===== config.mk =====
export PLATFORM = sky130hd
export DESIGN_NAME = dfam_sym_cam
export DESIGN_NICKNAME = d
export VERILOG_FILES = /design/src/rtl/dfam_pkg.sv /design/src/rtl/dfam_sym_cam.sv
export SDC_FILE = /design/constraint.sdc
export NUM_CORES = 1
export LEC_CHECK = 0
export BUFFER_PORTS_ARGS = -buffer_cell sky130_fd_sc_hd__buf_4
export CORE_MARGIN = 2
export CORE_UTILIZATION = 30
export DETAILED_ROUTE_END_ITERATION = 8
export PLACE_DENSITY_LB_ADDON = 0.2
export SLEW_MARGIN = 20
export SYNTH_ARGS = -nofsm -noshare
export SYNTH_HDL_FRONTEND = slang
export SYNTH_SLANG_ARGS = --single-unit

===== constraint.sdc =====
create_clock -name clk -period 6.5 [get_ports clk]
set_input_delay 0.975 -clock clk [delete_from_list [all_inputs] [get_ports clk]]
set_output_delay 0.975 -clock clk [all_outputs]
set_load 0.02 [all_outputs]

===== src/rtl/dfam_pkg.sv =====
// dfam_pkg: shared types and constants of the table-driven DFA matcher.
// Used by dfam_sym_cam and table_driven_dfa_matcher_unit.
// No dependencies.
package dfam_pkg;

  // Sizes of the automaton
  localparam int NUM_STATES  = 32;
  localparam int NUM_SYMBOLS = 32;
  localparam int STATE_W     = $clog2(NUM_STATES);
  localparam int POS_W       = $clog2(NUM_SYMBOLS);
  localparam int CNT_W       = $clog2(NUM_SYMBOLS + 1);
  // Table entry: dead flag on top of the target state
  localparam int ENT_W       = STATE_W + 1;

  // Fixed field widths
  localparam int CMD_W   = 2;
  localparam int FROM_W  = 5;
  localparam int SYM_W   = 8;
  localparam int TO_W    = 6;
  localparam int FINAL_W = 32;

  localparam logic [ENT_W-1:0] DEAD_ENTRY = {ENT_W{1'b1}};

  typedef enum logic [CMD_W-1:0] {
    CMD_DEFINE = 2'd0,
    CMD_MARK   = 2'd1,
    CMD_CHAR   = 2'd2
  } cmd_t;

  typedef enum logic [1:0] {
    VC_ACCEPT   = 2'd0,
    VC_NONFINAL = 2'd1,
    VC_DEAD     = 2'd2,
    VC_UNKNOWN  = 2'd3
  } verdict_t;

  // Lookup result of the symbol store
  typedef struct packed {
    logic             hit;
    logic [POS_W-1:0] pos;
    logic             full;
    logic [POS_W-1:0] free_pos;
  } cam_res_t;

endpackage


===== src/rtl/dfam_sym_cam.sv =====
// dfam_sym_cam: alphabet store with parallel symbol match and in-order fill.
// Depends on dfam_pkg.
module dfam_sym_cam (
  input  logic                        clk,
  input  logic                        rst,
  input  logic [dfam_pkg::SYM_W-1:0]  symbol,
  input  logic                        add_en,
  output dfam_pkg::cam_res_t          res
);

  logic [dfam_pkg::SYM_W-1:0] sym_store [dfam_pkg::NUM_SYMBOLS];
  logic [dfam_pkg::CNT_W-1:0] count;
  logic [dfam_pkg::NUM_SYMBOLS-1:0] match;

  // Compare against every filled slot
  always_comb begin
    for (int i = 0; i < dfam_pkg::NUM_SYMBOLS; i++) begin
      match[i] = (dfam_pkg::CNT_W'(i) < count) && (sym_store[i] == symbol);
    end
  end

  // Lowest matching slot wins
  always_comb begin
    res.hit      = |match;
    res.pos      = '0;
    for (int i = dfam_pkg::NUM_SYMBOLS - 1; i >= 0; i--) begin
      if (match[i]) begin
        res.pos = dfam_pkg::POS_W'(i);
      end
    end
    res.full     = (count == dfam_pkg::CNT_W'(dfam_pkg::NUM_SYMBOLS));
    res.free_pos = count[dfam_pkg::POS_W-1:0];
  end

  // Fill count
  always_ff @(posedge clk) begin
    if (rst) begin
      count <= '0;
    end else if (add_en) begin
      count <= count + 1'b1;
    end
  end

  // Symbol slots, no reset: only filled slots are compared
  always_ff @(posedge clk) begin
    if (add_en) begin
      sym_store[count[dfam_pkg::POS_W-1:0]] <= symbol;
    end
  end

  assert property (@(posedge clk) disable iff (rst)
    count <= dfam_pkg::CNT_W'(dfam_pkg::NUM_SYMBOLS))
    else $error("alphabet count past capacity");

  assert property (@(posedge clk) disable iff (rst)
    add_en |-> !res.full && !res.hit)
    else $error("symbol added while full or already present");

  assert property (@(posedge clk) disable iff (rst)
    res.hit |-> ({1'b0, res.pos} < count))
    else $error("match reported in an unfilled slot");

endmodule


### Word level (Yosys, flattened, before mapping)

Memories as Yosys holds them, arrays and structs flattened.
Index checks and enable logic that the tools add are counted.

* bits of input ports: 11
* register bits: 6
* ROM bits: 0
* memories: 1
* bits in writable memories: 256
* logic and storage cells: 135
* latch bits: 0
* output and inout bits: 12

* $lt $le $gt $ge: 32
* mux-type cells: 34
* bitwise operators: 0
* add/sub/neg operators: 1
* multiply operators: 0
* reduce and logical (&&, ||, !) cells: 33
* div/mod/pow operators: 0
* equality and inequality tests: 33
* shift operators: 0

Memories
* sym_store: words 32, width 8, rd ports 32, clocked after Yosys merged registers in 0, wr ports 1, RTL line dfam_sym_cam.sv:11 `logic [dfam_pkg::SYM_W-1:0] sym_store [dfam_pkg::NUM_SYMBOLS];`

Operators by type and width (number)
* == test 8 bit: 32
* two-way mux 5 bit: 32
* < comparator 5 x 6 -> 1 bit, first input constant: 16
* < comparator 4 x 6 -> 1 bit, first input constant: 8
* logical AND 1 bit: 32
* OR reduction 32 bit: 1
* < comparator 3 x 6 -> 1 bit, first input constant: 4
* < comparator 1 x 6 -> 1 bit, first input constant: 2
* < comparator 2 x 6 -> 1 bit, first input constant: 2
* adder 6 x 1 -> 6 bit, second input constant: 1
* == test 6 bit, second input constant: 1
* two-way mux 1 bit: 2

### Depth between registers and ports, before layout

* depth in word-level cells: 34
* mapped depth: 11
* depth with buffers taken out: 10

### Worst setup path before layout

OpenSTA, ideal clock, no wires.

* path kind: input to output
* start point: input port symbol[1] (netlist name)
* end point: output port res[7] (netlist name)
* slack: 2.687 ns
* data arrival time: 2.838 ns
* required time: 5.525 ns
* buffers on the path: 2
* stages: 10
* path through: buf_4 buf_6 xnor2_1 nand4_1 or3_1 o31ai_1 a21oi_2 o21ai_1 a2111oi_2 o31ai_1

RTL lines
* start, declared: RTL line dfam_sym_cam.sv:6 `input logic [dfam_pkg::SYM_W-1:0] symbol,`
* end, declared: RTL line dfam_sym_cam.sv:8 `output dfam_pkg::cam_res_t res`

==> results <==
- Post-CTS repair changed the size of 0 cells.
- Synthesis produced a netlist whose cell count is around 840.
- For this configuration, the core starts out at a cell density of between 30% and 40%.
- The post-synthesis net count is approximately 860.
- The die covers about 0.042 mm^2.
- Setup violations remaining at the end of the flow were counted as 0.
- For this design, the slowest cell found on the critical path is dfxtp_1.
- The number of max-slew violations in the final report is 0.
- In this run the biggest area consumer among cell types represents between 60% and 70% of the synthesized area.
- The required time reported for the critical path endpoint is roughly 5.5 ns.
- Setup total negative slack on the finished layout was measured at 0 ns.
- The share of the clock period used by the worst path is between 70 and 80%.
- The total power per unit cell area is 279 mW/mm^2.
- The biggest area contributor in the post-synthesis netlist is edfxtp_1.
- The maximum level of the CTS H-tree is 1.
- In this run, synthesis produced a sequential element count of around 260.
- The worst hold path startpoint is rst.
- STA classifies the critical path startpoint as a flop.
- The DRC violation count after routing is 0.
- The via count of the first global-routing pass is between 6k and 7k.
- Compared with the post-synthesis result, the final layout area differs by 12.1%.
- The Yosys step of the flow raised 0 warnings.
- 0 antenna diodes ended up in the layout.
- The most instantiated flip-flop cell in the synthesis netlist is edfxtp_1.
- The number of different library cells in the post-synthesis netlist is 58.
- The footprint of the flip-flops and latches is 0.00781 mm^2.
- The clock tree root buffer cell is clkbuf_16.
- The first element of the critical path is count[1].
- The first global-routing pass estimated 42500 um of wire.
- The count of final hold-check violations is 0.
- The wire length reported by the detailed router is 27800 um.
- The final routed wire length divided by cell count is around 20 um.
- The remaining global-route overflow is 0.
- The data arrival time of the critical path is between 3 and 4 ns.
- Walking the worst path, the cells encountered are inv_1 > ha_1 > or2b_2 > nand2_1 > or4_4 > and2_4 > a21oi_2 > o21ai_1 > a2111oi_2 > o31ai_1 > buf_4.
- Summing all multi-input logic gate instances after layout gives approximately 0.0038 mm^2.
- The worst setup path is captured at an output pin.
- In this run the remaining antenna-violating nets after routing total 0.
- The path class of the tightest hold or removal check is in2reg.
- The number of maximum-capacitance violations is 0.
- Among all cell types in the netlist, the one instantiated most often is edfxtp_1.
- After the first detailed-routing iteration, the DRC count stood at between 300 and 400.
- The initial antenna violation count is 0.
- The clock net in this run drives a total of ~260 sinks.
- Measured along the x axis, the die boundary spans just over 200 um.
- The maximum fanout encountered on the critical timing path is 13.
- The number of buffers inserted by hold repair at cts is 0.
- The stage delay of the slowest cell on the critical path is roughly 0.77 ns.
- The worst path needs between 4 and 5 ns of the cycle, external delays included.
- The clock skew after layout is around 0.016 ns.
- The synthesized area per cell is 14.4 um^2.
- TritonCTS built the clock tree.
- After synthesis, flip-flops and latches occupy around 64% of the total area.
- The peak supply drop is between 0.00015 and 0.0002 V.
- The upper clock frequency limit is about 0.20 GHz.
- By count the netlist is led by edfxtp_1, xor2_1, xnor2_1.
- Setup repair after global routing left no endpoint under its margin.
- The buffer levels on the longest clock path is 3.
- The estimated wirelength of the detail-placed design is between 15000 and 20000 um.
- The buffers inserted during post-CTS setup optimization is 0.
- The height of the chip is around 200 um.
- The placeable core region is between 0.03 and 0.04 mm^2.
- The count of buffers inserted at the top-level ports is 22.
- The startpoint of the lowest-slack register-to-register path is count[2].
- Counting flops with an async set or reset pin after synthesis yields a share of 0%.
- The final total power is between 3 and 4 mW.
- At the end of routability-driven placement, the weighted congestion stood at 0.827.
- The number of placed I/O pins is 23.
- The detailed router placed ~6.5k vias in this run.
- The pin count of the biggest net entering global routing is a little under 50.
- The share of cells above drive strength 1 is roughly 11%.
- The filler cell count is between 3k and 4k.
- The run finished with clean final reports.
- In the routed layout, each cell is associated on average with a via count of 4.61.
- The clock-pin slew on the worst setup and hold paths is roughly 0.060 ns.
- The category of the critical setup timing path is reg2out.
- The leakage dissipation is approximately 4.4 nW.
- In this run the core area contains 73 standard-cell rows.
- For the pin with the worst max-slew slack, the measured transition is roughly 1.1 ns.
- Summing every instance area after synthesis gives between 0.01 and 0.015 mm^2.
- The first-pass detailed-route iteration total is 7.
- The net count of the finished layout is 878.
- The global router's overall resource usage is between 10% and 20%.
- Ranked by total cell area, the synthesized netlist is headed by edfxtp_1, xor2_1, xnor2_1.
- The relative max-transition margin is around 28%.
- Yosys mapped a number of flops with a built-in enable equal to around 260.
- The clock reaches the later pin of the worst-skew pair after around 0.55 ns.
- Buffers inserted during clock tree synthesis total 29.
final timing paths:
| path | endpoint | slack (ns) | depth (start not counted) |
|---|---|---|---|
| worst max-delay path | res[7] | 1.54 | 11 |
| worst min-delay path | count[0] | 0.64 | 2 |
| worst max register to register | sym_store[5][7] | 3.78 | 3 |
| worst min register to register | count[0] | 0.64 | 2 |
critical path: cells and delay by family (launching register included):
kind / cells / cell delay [ns]
AND/OR/NAND/NOR: 4 / 1.08
buffers and inverters: 2 / 0.46
flip-flops: 1 / 0.77
adder cells (fa/ha/maj): 1 / 0.33
AO/OA/AOI/OAI: 4 / 0.78
cell families (layout without fill, tap and decap cells):
logic type	Yosys count	in the layout	share of synthesized area, %
AOI/OAI and AO/OA	55	55	3.37
xor gates and xnor gates	259	259	18.7
adders and majority gates	5	5	0.515
buffers and inverters	60	102	4.22
DFF	262	262	64.2
muxes	1	1	0.0824
and+or+nand+nor	201	201	8.92
report_power, final:
part / internal (mW) / leakage, nW / switching [mW]
clock network: 1.05 / 0.491 / 0.682
logic: 0.0626 / 1.57 / 0.130
registers: 1.87 / 2.35 / 0.00881
state kept, by name, indices dropped and copies added (netlist names):
register / count
sym_store: 256
count: 6
layer usage:
metal / global-route usage, % / part of all wire, %
met5: 0 / 0
met4: 3.34 / 2.1
met3: 2.25 / 4.9
met1: 20.6 / 51
met2: 19.7 / 42
stage by stage:
step	instance area (um^2)	util, %	setup WS (ns)	std cells	hold WS, ns
finish	13600	34.2	1.54	1410	0.637
global route	13600	34.2	1.31	1410	0.630
CTS	13600	34.2	1.47	1410	0.623
detailed placement	12600	31.7	1.75	1356	0.650
global placement	12600	31.7	1.79	1356	0.646
floorplan	12200	-	2.69	843	0.567
final cells by class:
class / count / area share, %
multi-input cells: 521 / 28.2
clock inverters: 23 / 1.99
clock buffers: 31 / 5.38
flip-flops and latches: 262 / 57.3
repair buffers: 37 / 2.04
well taps: 525 / 4.82
inverters: 11 / 0.303
cell usage in the layout, fill, tap and decap left out, types with 4 or more instances in the layout:
cell type  synthesis  final
nor2_1            45     45
nand3_1           18     18
nor2b_1            4      4
clkinv_2           0      9
bufinv_16          0      6
a31oi_1            5      5
dfxtp_1            6      6
inv_1             11     11
nand2_1           21     21
edfxtp_1         256    256
nand4_1           26     26
nor3_1            23     22
nor4_1            33     33
buf_4             16     37
clkinv_1           0      4
a21oi_1            9      9
ha_1               5      5
or3_1              7      7
clkbuf_16          0     29
xnor2_1          111    111
o21ai_0           11     11
xor2_1           148    148
(Power assumes the default switching activity.)
